[config.mk]
export PLATFORM = sky130hd
export DESIGN_NAME = packet_deframer_checksum_flat
export DESIGN_NICKNAME = d
export VERILOG_FILES = /design/src/hdl/pdc_pkg.sv /design/src/hdl/pdc_if.sv /design/src/hdl/pdc_front.sv /design/src/hdl/pdc_queue.sv /design/src/hdl/pdc_back.sv /design/src/hdl/packet_deframer_checksum.sv /design/src/flat_wrapper.sv
export SDC_FILE = /design/constraint.sdc
export NUM_CORES = 1
export LEC_CHECK = 0
export ABC_AREA = 1
export BUFFER_PORTS_ARGS = -buffer_cell sky130_fd_sc_hd__buf_2
export CORE_ASPECT_RATIO = 0.7
export CORE_MARGIN = 2
export CORE_UTILIZATION = 30
export CTS_CLUSTER_SIZE = 20
export DETAILED_ROUTE_END_ITERATION = 16
export PLACE_DENSITY = 0.53
export SYNTH_ARGS = -nofsm -noshare
export SYNTH_HDL_FRONTEND = slang
export SYNTH_SLANG_ARGS = --single-unit
[constraint.sdc]
create_clock -name clk -period 4.6 [get_ports clk]
set_clock_uncertainty 0.2 [all_clocks]
set_input_delay 0.23 -clock clk [delete_from_list [all_inputs] [get_ports clk]]
set_output_delay 0.23 -clock clk [all_outputs]
set_load 0.02 [all_outputs]
[src/hdl/pdc_pkg.sv]
// ---------------------------------------------------------------------------
// pdc_pkg: shared types and constants for the packet deframer
// Byte codes, phase codes, result kinds and the result record that moves
// from the front end through the queue to the output stage.
// ---------------------------------------------------------------------------
package pdc_pkg;

  // Framing
  localparam logic [7:0] START_MARKER = 8'h3E;

  // Configuration port
  localparam int CFG_IDX_W  = 2;
  localparam int CFG_DATA_W = 8;
  localparam logic [CFG_IDX_W-1:0] CFG_MATCH_ANY  = 2'd0;
  localparam logic [CFG_IDX_W-1:0] CFG_WANTED_CMD = 2'd1;

  // Receive phases
  localparam logic [2:0] PH_HUNT = 3'd0;
  localparam logic [2:0] PH_CMD  = 3'd1;
  localparam logic [2:0] PH_LEN  = 3'd2;
  localparam logic [2:0] PH_HSUM = 3'd3;
  localparam logic [2:0] PH_DATA = 3'd4;
  localparam logic [2:0] PH_PSUM = 3'd5;

  // Result kinds
  localparam logic [2:0] K_DATA  = 3'd0;
  localparam logic [2:0] K_GOOD  = 3'd1;
  localparam logic [2:0] K_STRAY = 3'd2;
  localparam logic [2:0] K_HERR  = 3'd3;
  localparam logic [2:0] K_PERR  = 3'd4;

  // Queue between front end and output stage
  localparam int QUEUE_DEPTH = 2;
  localparam int Q_PTR_W     = (QUEUE_DEPTH > 1) ? $clog2(QUEUE_DEPTH) : 1;
  localparam int Q_CNT_W     = $clog2(QUEUE_DEPTH + 1);

  typedef struct packed {
    logic [2:0] kind;
    logic [7:0] packet_cmd;
    logic [7:0] data_byte;
    logic [7:0] payload_len;
  } result_t;

endpackage

[src/hdl/pdc_if.sv]
// ---------------------------------------------------------------------------
// pdc_if: valid/ready channels of the packet deframer
// Byte input channel and result output channel.
// ---------------------------------------------------------------------------
interface pdc_byte_if;
  logic       valid;
  logic       ready;
  logic [7:0] rx_byte;

  modport source (output valid, output rx_byte, input ready);
  modport sink   (input valid, input rx_byte, output ready);
endinterface

interface pdc_res_if;
  logic       valid;
  logic       ready;
  logic [2:0] kind;
  logic [7:0] packet_cmd;
  logic [7:0] data_byte;
  logic [7:0] payload_len;

  modport source (output valid, output kind, output packet_cmd, output data_byte,
                  output payload_len, input ready);
  modport sink   (input valid, input kind, input packet_cmd, input data_byte,
                  input payload_len, output ready);
endinterface

[src/hdl/pdc_front.sv]
// ---------------------------------------------------------------------------
// pdc_front: byte classifier
// Takes one byte per transfer, tracks the frame phase and the checksums,
// and pushes at most one result record into the queue for each byte.
// ---------------------------------------------------------------------------
module pdc_front import pdc_pkg::*; (
  input  logic                  clk,
  input  logic                  rst,
  pdc_byte_if.sink              rx,
  input  logic                  cfg_we,
  input  logic [CFG_IDX_W-1:0]  cfg_index,
  input  logic [CFG_DATA_W-1:0] cfg_data,
  input  logic                  q_full,
  output logic                  push,
  output result_t               push_data
);

  logic       match_any;
  logic       wanted_cmd_en;
  logic [7:0] wanted_cmd;

  logic [2:0] phase, phase_next;
  logic [7:0] cmd_seen, cmd_seen_next;
  logic [7:0] payload_length, payload_length_next;
  logic [7:0] bytes_left, bytes_left_next;
  logic [7:0] running_sum, running_sum_next;
  logic       deliver_flag, deliver_flag_next;

  logic       fire;
  logic [7:0] b;
  logic [7:0] hsum;
  logic [7:0] left_dec;

  // Accept whenever the queue has room
  assign rx.ready = !q_full;
  assign fire     = rx.valid && rx.ready;
  assign b        = rx.rx_byte;

  assign hsum     = 8'(cmd_seen + payload_length);
  assign left_dec = 8'(bytes_left - 8'd1);
  assign wanted_cmd_en = cfg_we && (cfg_index == CFG_WANTED_CMD);

  // Configuration registers
  always_ff @(posedge clk) begin
    if (rst) begin
      match_any  <= 1'b1;
      wanted_cmd <= 8'd0;
    end else begin
      if (cfg_we && (cfg_index == CFG_MATCH_ANY)) match_any <= cfg_data[0];
      if (wanted_cmd_en) wanted_cmd <= cfg_data[7:0];
    end
  end

  // Phase decode and result generation
  always_comb begin
    phase_next          = phase;
    cmd_seen_next       = cmd_seen;
    payload_length_next = payload_length;
    bytes_left_next     = bytes_left;
    running_sum_next    = running_sum;
    deliver_flag_next   = deliver_flag;
    push                = 1'b0;
    push_data.kind        = K_STRAY;
    push_data.packet_cmd  = cmd_seen;
    push_data.data_byte   = b;
    push_data.payload_len = payload_length;

    unique case (phase)
      PH_CMD: begin
        cmd_seen_next = b;
        phase_next    = PH_LEN;
      end
      PH_LEN: begin
        payload_length_next = b;
        bytes_left_next     = b;
        phase_next          = PH_HSUM;
      end
      PH_HSUM: begin
        if (b != hsum) begin
          phase_next     = PH_HUNT;
          push           = 1'b1;
          push_data.kind = K_HERR;
        end else begin
          running_sum_next  = 8'd0;
          deliver_flag_next = match_any || (cmd_seen == wanted_cmd);
          phase_next        = (bytes_left != 8'd0) ? PH_DATA : PH_PSUM;
        end
      end
      PH_DATA: begin
        running_sum_next = 8'(running_sum + b);
        bytes_left_next  = left_dec;
        if (left_dec == 8'd0) phase_next = PH_PSUM;
        push           = deliver_flag;
        push_data.kind = K_DATA;
      end
      PH_PSUM: begin
        phase_next = PH_HUNT;
        if (b != running_sum) begin
          push           = 1'b1;
          push_data.kind = K_PERR;
        end else begin
          push           = deliver_flag;
          push_data.kind = K_GOOD;
        end
      end
      default: begin
        // hunting: marker opens a frame, anything else is stray
        if (b == START_MARKER) begin
          phase_next = PH_CMD;
        end else begin
          phase_next            = PH_HUNT;
          push                  = 1'b1;
          push_data.kind        = K_STRAY;
          push_data.packet_cmd  = 8'd0;
          push_data.payload_len = 8'd0;
        end
      end
    endcase

    // nothing moves without a transfer
    if (!fire) push = 1'b0;
  end

  // Frame state
  always_ff @(posedge clk) begin
    if (rst) begin
      phase          <= PH_HUNT;
      cmd_seen       <= 8'd0;
      payload_length <= 8'd0;
      bytes_left     <= 8'd0;
      running_sum    <= 8'd0;
      deliver_flag   <= 1'b0;
    end else if (fire) begin
      phase          <= phase_next;
      cmd_seen       <= cmd_seen_next;
      payload_length <= payload_length_next;
      bytes_left     <= bytes_left_next;
      running_sum    <= running_sum_next;
      deliver_flag   <= deliver_flag_next;
    end
  end

endmodule

[src/hdl/pdc_queue.sv]
// ---------------------------------------------------------------------------
// pdc_queue: short result queue
// Small FIFO of result records between the classifier and the output stage.
// ---------------------------------------------------------------------------
module pdc_queue import pdc_pkg::*; (
  input  logic    clk,
  input  logic    rst,
  input  logic    push,
  input  result_t push_data,
  output logic    full,
  input  logic    pop,
  output result_t pop_data,
  output logic    empty
);

  result_t              slots [QUEUE_DEPTH];
  logic [Q_PTR_W-1:0]   wr_ptr;
  logic [Q_PTR_W-1:0]   rd_ptr;
  logic [Q_CNT_W-1:0]   count;

  assign full     = (count == Q_CNT_W'(QUEUE_DEPTH));
  assign empty    = (count == '0);
  assign pop_data = slots[rd_ptr];

  // Storage
  always_ff @(posedge clk) begin
    if (push) slots[wr_ptr] <= push_data;
  end

  // Pointers and fill count
  always_ff @(posedge clk) begin
    if (rst) begin
      wr_ptr <= '0;
      rd_ptr <= '0;
      count  <= '0;
    end else begin
      if (push) begin
        wr_ptr <= (wr_ptr == Q_PTR_W'(QUEUE_DEPTH - 1)) ? '0 : Q_PTR_W'(wr_ptr + 1'b1);
      end
      if (pop) begin
        rd_ptr <= (rd_ptr == Q_PTR_W'(QUEUE_DEPTH - 1)) ? '0 : Q_PTR_W'(rd_ptr + 1'b1);
      end
      unique case ({push, pop})
        2'b10:   count <= Q_CNT_W'(count + 1'b1);
        2'b01:   count <= Q_CNT_W'(count - 1'b1);
        default: count <= count;
      endcase
    end
  end

endmodule

[src/hdl/pdc_back.sv]
// ---------------------------------------------------------------------------
// pdc_back: result output stage
// Registered output that drains the queue one record per transfer.
// ---------------------------------------------------------------------------
module pdc_back import pdc_pkg::*; (
  input  logic    clk,
  input  logic    rst,
  input  logic    empty,
  input  result_t pop_data,
  output logic    pop,
  pdc_res_if.source tx
);

  logic    out_valid;
  result_t out_data;

  // Load when the register is free or being taken this cycle
  assign pop = !empty && (!out_valid || tx.ready);

  always_ff @(posedge clk) begin
    if (rst) begin
      out_valid <= 1'b0;
    end else if (!out_valid || tx.ready) begin
      out_valid <= !empty;
    end
  end

  always_ff @(posedge clk) begin
    if (pop) out_data <= pop_data;
  end

  assign tx.valid       = out_valid;
  assign tx.kind        = out_data.kind;
  assign tx.packet_cmd  = out_data.packet_cmd;
  assign tx.data_byte   = out_data.data_byte;
  assign tx.payload_len = out_data.payload_len;

endmodule

[src/hdl/packet_deframer_checksum.sv]
// Result path: a byte that yields a result is written to the result queue at
//   its transfer on rx, then loaded into the output register, and shows on tx.
// Throughput: one byte per cycle; rx stalls only while the two-entry result
//   queue is full, which follows from tx back-pressure.
// Reset (rst, synchronous): hunting for the marker, queue and output empty,
//   match_any = 1, wanted_cmd = 0.
// ---------------------------------------------------------------------------
// packet_deframer_checksum: serial packet deframer with checksums
// Hunts for the start marker, checks header and payload sums, delivers payload
// bytes and the good end of selected packets, and sum errors and stray bytes.
// ---------------------------------------------------------------------------
module packet_deframer_checksum import pdc_pkg::*; (
  input  logic                  clk,
  input  logic                  rst,
  pdc_byte_if.sink              rx,
  pdc_res_if.source             tx,
  input  logic                  cfg_we,
  input  logic [CFG_IDX_W-1:0]  cfg_index,
  input  logic [CFG_DATA_W-1:0] cfg_data
);

  logic    q_full;
  logic    q_empty;
  logic    push;
  logic    pop;
  result_t push_data;
  result_t pop_data;

  // Classifier
  pdc_front u_front (
    .clk       (clk),
    .rst       (rst),
    .rx        (rx),
    .cfg_we    (cfg_we),
    .cfg_index (cfg_index),
    .cfg_data  (cfg_data),
    .q_full    (q_full),
    .push      (push),
    .push_data (push_data)
  );

  // Decoupling queue
  pdc_queue u_queue (
    .clk       (clk),
    .rst       (rst),
    .push      (push),
    .push_data (push_data),
    .full      (q_full),
    .pop       (pop),
    .pop_data  (pop_data),
    .empty     (q_empty)
  );

  // Output stage
  pdc_back u_back (
    .clk      (clk),
    .rst      (rst),
    .empty    (q_empty),
    .pop_data (pop_data),
    .pop      (pop),
    .tx       (tx)
  );

endmodule

[src/flat_wrapper.sv]
// flat-port wrapper written by rule: the top's interface ports become plain ports
module packet_deframer_checksum_flat import pdc_pkg::*;
  (clk, rst, cfg_we, cfg_index, cfg_data, rx_valid, rx_rx_byte, rx_ready, tx_valid, tx_kind, tx_packet_cmd, tx_data_byte, tx_payload_len, tx_ready);
  pdc_byte_if rx_i ();
  pdc_res_if tx_i ();
  input  logic clk;
  input  logic rst;
  input  logic cfg_we;
  input  logic [CFG_IDX_W-1:0] cfg_index;
  input  logic [CFG_DATA_W-1:0] cfg_data;
  input wire logic [$bits(rx_i.valid)-1:0] rx_valid;
  input wire logic [$bits(rx_i.rx_byte)-1:0] rx_rx_byte;
  output wire logic [$bits(rx_i.ready)-1:0] rx_ready;
  output wire logic [$bits(tx_i.valid)-1:0] tx_valid;
  output wire logic [$bits(tx_i.kind)-1:0] tx_kind;
  output wire logic [$bits(tx_i.packet_cmd)-1:0] tx_packet_cmd;
  output wire logic [$bits(tx_i.data_byte)-1:0] tx_data_byte;
  output wire logic [$bits(tx_i.payload_len)-1:0] tx_payload_len;
  input wire logic [$bits(tx_i.ready)-1:0] tx_ready;
  assign rx_i.valid = rx_valid;
  assign rx_i.rx_byte = rx_rx_byte;
  assign rx_ready = rx_i.ready;
  assign tx_valid = tx_i.valid;
  assign tx_kind = tx_i.kind;
  assign tx_packet_cmd = tx_i.packet_cmd;
  assign tx_data_byte = tx_i.data_byte;
  assign tx_payload_len = tx_i.payload_len;
  assign tx_i.ready = tx_ready;
  packet_deframer_checksum u_core (.clk(clk), .rst(rst), .rx(rx_i), .tx(tx_i), .cfg_we(cfg_we), .cfg_index(cfg_index), .cfg_data(cfg_data));
endmodule
Yosys cells after proc, flatten, opt, wreduce, memory -nomap -nowiden
Memories as Yosys holds them, arrays and structs flattened. A register that Yosys moved wholly into a read port is not among the register bits. Index checks and enable logic that the tools add are counted.

RAM bits: 54. Input bits: 23. Output and inout bits: 29. Word-level logic and storage cells: 85. Flip-flop bits (word level): 50. Memories: 1.

Add/subtract/negate cells: 7. Equal/unequal tests: 15. Reductions and logical operators: 24. Mux-type cells: 25. Bitwise operators: 1.

Memories: u_core.u_queue.slots (depth 2, width 27, read ports 1, clocked after memory_dff 1, wr ports 1, RTL line pdc_queue.sv:16) `result_t slots [QUEUE_DEPTH];`.

Operators with widths (count): $mux 8 (5); $pmux 8 s2 (2); $add 8x8->8 (2); $ne 8x8->1 (2); $pmux 3 s5 (1); $pmux 3 s4 (1); $mux 1 (11); $mux 3 (3); $eq 8x6->1 const B (1); $eq 8x8->1 (1); $logic_not 8->1 (1); $reduce_and 2->1 (4); $reduce_bool 8->1 (1); $sub 8x1->8 const B (1); $eq 3x2->1 const B (2); $eq 3x3->1 const B (2); $reduce_and 3->1 (2); $reduce_bool 2->1 (3); $reduce_or 5->1 (1); $eq 2x1->1 const B (2); $eq 2x2->1 const B (2); $logic_and 1x1->1 (4); $logic_not 2->1 (2); $ne 2x2->1 const B (2); other kinds (10) (14).

Depth between registers and ports, before layout
Depth in word-level cells: 7. Depth in mapped cells: 19. Gate-level depth less buffers: 19.

By module
A second synthesis with hierarchy kept.

Cell total of the unflattened synthesis: 629. Area, all modules: 6278.5 um^2.

By module, submodules not included: pdc_front (instances 1, area an instance 3146.8 um^2, cells an instance 480, seq. area each 900.9 um^2); pdc_queue (instances 1, area an instance 2277.2 um^2, cells an instance 117, seq. area each 1721.7 um^2); pdc_back (instances 1, area an instance 854.6 um^2, cells an instance 32, seq. area each 830.8 um^2).

Worst setup path before layout
Ideal clock, no wire load.

Path kind: register -> register. Start: reg u_core.u_front.cmd_seen[0]. End: mem u_core.u_queue.slots[0][0] (netlist bit) (enable). Slack: 1082 ps. Setup time: 411 ps. Arrival: 2907 ps. Clock period less this slack: 3518 ps. Stages on the path, launching flop included: 14. Data required time: 3989 ps. Buffers on the path: 0. Cells stage by stage: dfxtp_1 ha_1 fa_1 nand3_1 nand3_1 nand2_1 nand3_1 nand3_2 nor2_2 nand3_2 nand2_4 nand2_2 nand2_1 nor2_1.

Word-level cells in the longest chain between the ends: 7.

Ends and longest elaborated chain: start, declared (RTL line pdc_front.sv:23) `logic [7:0] cmd_seen, cmd_seen_next;`; start signal, assigned (RTL line pdc_front.sv:135) `cmd_seen <= cmd_seen_next;`; $add 8x8->8 (RTL line pdc_front.sv:39) `assign hsum = 8'(cmd_seen + payload_length);`; $ne 8x8->1 (RTL line pdc_front.sv:79) `if (b != hsum) begin`; $mux 1 (RTL line pdc_front.sv:79); $pmux 1 s4 (RTL line pdc_front.sv:68) `unique case (phase)`; $mux 1 (RTL line pdc_front.sv:121) `if (!fire) push = 1'b0;`; $mux 1 (RTL line pdc_queue.sv:27) `if (push) slots[wr_ptr] <= push_data;`; $mux 1 (not written as such) (RTL line pdc_queue.sv:27); end, declared (RTL line pdc_queue.sv:16).

No other way between the ends.

Worst setup path after layout
Start: reg u_core.u_front.cmd_seen[0]. End: mem u_core.u_queue.slots[0][19] (netlist bit) (enable).

Same word-level chain as after synthesis.

==> metrics <==
status completed; crit share post-route 68.98%; setup TNS 0 ns; worst-skew pair later-pin latency 0.42 ns; # DRC 0; Mean Syn Cell Area 8.997 µm²; CP Cell Sequence ha_1, fa_1, nand3_1, nand3_1, nand2_1, nand3_1, nand3_2, nor2_2, nand3_2, nand2_4, nand2_2, nand2_1, nor2_2, buf_4; CORE AREA 19,850 µm²; layout cells sized above 1 15.97%; Post-layout nets 801; HP Class primary input to register; routability cong. 0.8124; flops & latches, synth 131; reg2reg end u_core.u_queue.slots[0][19]; Clock Sinks 131; worst-path fanout max 20; H-tree level count 4; Critical Path End Type register; WL per Instance 13.42 µm; most frequent CP cell nand3_1; number of global-route vias before repair 4,231; Worst IR Drop VDD 0.2630 mV; final hold vios 0; Final Critical Period 3.173 ns; Final ANT Viol Nets 0; CTS tree done; post-CTS setup buffer count 0; FMAX 315.2 MHz; Total Routing Usage GR 13.93%; remaining global-route overflow 0; vias per cell 4.337; DR iter-0 viols 310; die area 21,480 µm²; Post-Syn Area 6091 µm²; Die Wd 174.3 µm; Die Y 123.2 µm; yosys warns 0; Port Buf Inserts 51; Buf/Inv on CP 1; Max Slew Vio Count 0; max cap viols 0; reg2reg setup slack 1.43 ns; Fillers 2,022; worst setup path startpoint u_core.u_front.cmd_seen[0]; RSZ-0062 raised after global routing false; Layout area overhead 22.21%; DRT Pass-1 Iters 5; initial antenna violation count 0; WP depth 14; Reg2Reg Depth 14; post-DP HPWL 9675 µm; Mapped Nets 720; reg2reg start u_core.u_front.cmd_seen[0]; post-CTS sizing 0; CTS root buffer clkbuf_16; worst setup path end u_core.u_queue.slots[0][19]; sequential-to-total area share from yosys stat 56.37%; Reg clk slew, reported paths 0.06 ns; ANT cells 0; Arr. time, crit path 3.07 ns; PwrDens 509.7 nW/µm²; Longest Clk Path Bufs 2; DR vias 4,510; post-synth cell types 39; largest net degree at the start of global routing 38; Initial Utilization 30.68%; actual slew at the worst max-slew pin 1.102 ns; CP delay by family, top simple AND/OR/NAND/NOR gates; Crit Path Class register to register; Final Setup Violations 0; CTS buffer count 17; Worst path slowest cell fa_1; Mapped Cells 677; Max-slew headroom 26.43%; I/O pin cnt 52; hold slack 0.03536 ns; crit path launch type register; Routed WL 13,960 µm; CP max stage delay 0.49 ns; P_leak 3.099 nW; Worst Path Required 4.49 ns; first-pass GRT wire length 22,690 µm; FP Rows 43
-- layout make-up --
class / count / area [µm²] / area share (%)
tap: 270 / 337.8 / 4.539
multi-input combinational: 450 / 2292 / 30.80
clock buffer: 17 / 425.4 / 5.715
timing repair buffer: 76 / 493.0 / 6.623
sequential: 131 / 3433 / 46.13
inverter: 82 / 307.8 / 4.135
clock inverter: 14 / 153.9 / 2.068
-- state kept, by name, summed over array words and instances (netlist names) --
| register | count |
|---|---|
| u_core.u_front.running_sum | 8 |
| u_core.u_front.cmd_seen | 8 |
| u_core.u_back.tx.packet_cmd | 8 |
| u_core.u_queue.count | 2 |
| u_core.u_front.bytes_left | 8 |
| u_core.u_back.tx.valid | 1 |
| u_core.u_queue.wr_ptr | 1 |
| u_core.u_back.tx.kind | 3 |
| u_core.u_front.deliver_flag | 1 |
| u_core.u_queue.rd_ptr | 1 |
| u_core.u_back.tx.payload_len | 8 |
| u_core.u_front.wanted_cmd | 8 |
| u_core.u_front.payload_length | 8 |
| u_core.u_back.tx.data_byte | 8 |
| u_core.u_front.phase | 3 |
| u_core.u_queue.slots | 54 |
| u_core.u_front.match_any | 1 |
-- per-stage QoR --
stage	total power, mW	util (%)	instances	cell area [µm²]	setup slack [ns]
after CTS	3.847	37.44	1039	7433	1.399
final	3.794	37.49	1040	7443	1.427
after global routing	4.003	37.49	1040	7443	1.147
after floorplan	2.205	-	677	6091	1.082
after global placement	2.493	33.57	989	6664	1.450
after detailed placement	2.495	33.57	989	6664	1.425
-- worst register-to-register path: stages, from the launching register on --
cell and delay [ns]:
dfxtp_1 0.34, ha_1 0.26, fa_1 0.49, nand3_1 0.13
nand3_1 0.08, nand2_1 0.08, nand3_1 0.10, nand3_2 0.09
nor2_2 0.04, nand3_2 0.07, nand2_4 0.07, nand2_2 0.10
nand2_1 0.09, nor2_2 0.36, buf_4 0.36
-- cell usage after synthesis --
library cell    n  area [µm²]
o21ai_1         2       10.01
buf_2           4       20.02
nand4_1         5       31.28
nor3_4          1       16.27
nor2_1         57       214.0
a21o_1          1       7.510
and3_1          2       12.51
dfxtp_1        50        1001
a21oi_1        46       230.2
clkbuf_1        8       30.03
o211ai_1        1       7.510
nor3_1          9       45.04
nand3_1        33       165.2
nand2_1       184       690.7
nand3_2         3       30.03
a31oi_1         1       6.260
xor2_1          6       52.55
a211oi_1        2       15.01
clkbuf_2        1       5.000
buf_4           1       7.510
nand2_4         1       11.26
nand2_2         6       37.54
fa_1            2       40.04
clkinv_1        2       7.510
nor2_4          2       22.52
inv_1          74       277.8
xnor2_1         7       61.31
inv_2           6       22.52
o21ai_0        36       180.2
nor4_1          3       18.77
nor2_2          6       37.54
ha_1           18       225.2
a221oi_1        1       8.760
o31a_1          1       8.760
nand3b_1        2       15.01
or2_2           8       50.05
edfxtp_1       81        2432
nand3_4         1       17.52
o22ai_1         3       18.77
-- repair_timing --
action | 4_1_cts | 5_1_grt
setup endpoints to repair | 0 | 0
endpoints found under the hold margin | 32 | 2
hold buffers | 19 | 1
-- cells in the final DEF, fill, tap and decap left out, types with 9 or more instances in the layout --
cell / count
o21ai_0: 36
a21oi_1: 46
buf_2: 51
dfxtp_1: 50
edfxtp_1: 81
inv_1: 74
nor2_1: 55
dlygate4sd3_1: 20
clkbuf_16: 17
nand3_1: 33
nor3_1: 9
nand2_1: 184
ha_1: 18
-- layer usage --
| layer | wire length (µm) | part of all wire (%) | vias to the layer above | GRT usage (%) |
|---|---|---|---|---|
| met5 | 0 | 0 | - | 0 |
| met4 | 151 | 1.1 | 0 | 4.044 |
| met3 | 991 | 7.1 | 13 | 3.875 |
| met2 | 5375 | 39 | 92 | 18.95 |
| met1 | 7436 | 53 | 1998 | 21.19 |
| li1 | - | - | 2407 | - |
-- report_power, final --
part / internal [mW] / switching (mW) / total, mW
clock network: 0.801 / 0.524 / 1.33
logic: 0.255 / 0.608 / 0.863
registers: 1.54 / 0.0635 / 1.61
total: 2.60 / 1.20 / 3.79
-- kinds of logic (layout without fill, tap and decap cells) --
kind of cell / after synthesis / count (layout) / synth area share (%)
compound gates: 94 / 94 / 8.094
xor+xnor: 13 / 13 / 1.869
fa+ha+maj: 20 / 20 / 4.355
buf+inv: 96 / 189 / 6.081
flops: 131 / 131 / 56.37
simple gates: 323 / 323 / 23.23
-- worst min path at each step --
stage	startpoint	endpoint	cells after the start
after floorplan	rst	u_core.u_front.phase[1]	1
after global placement	cfg_data[4]	u_core.u_front.wanted_cmd[4]	3
after detailed placement	u_core.u_front.running_sum[3]	u_core.u_front.running_sum[3]	2
after CTS	rx_rx_byte[2]	u_core.u_queue.slots[1][10]	1
after global routing	rx_rx_byte[1]	u_core.u_queue.slots[1][9]	1
final	rx_rx_byte[1]	u_core.u_queue.slots[1][9]	1
No activity file was read; power rests on OpenSTA's default activity.
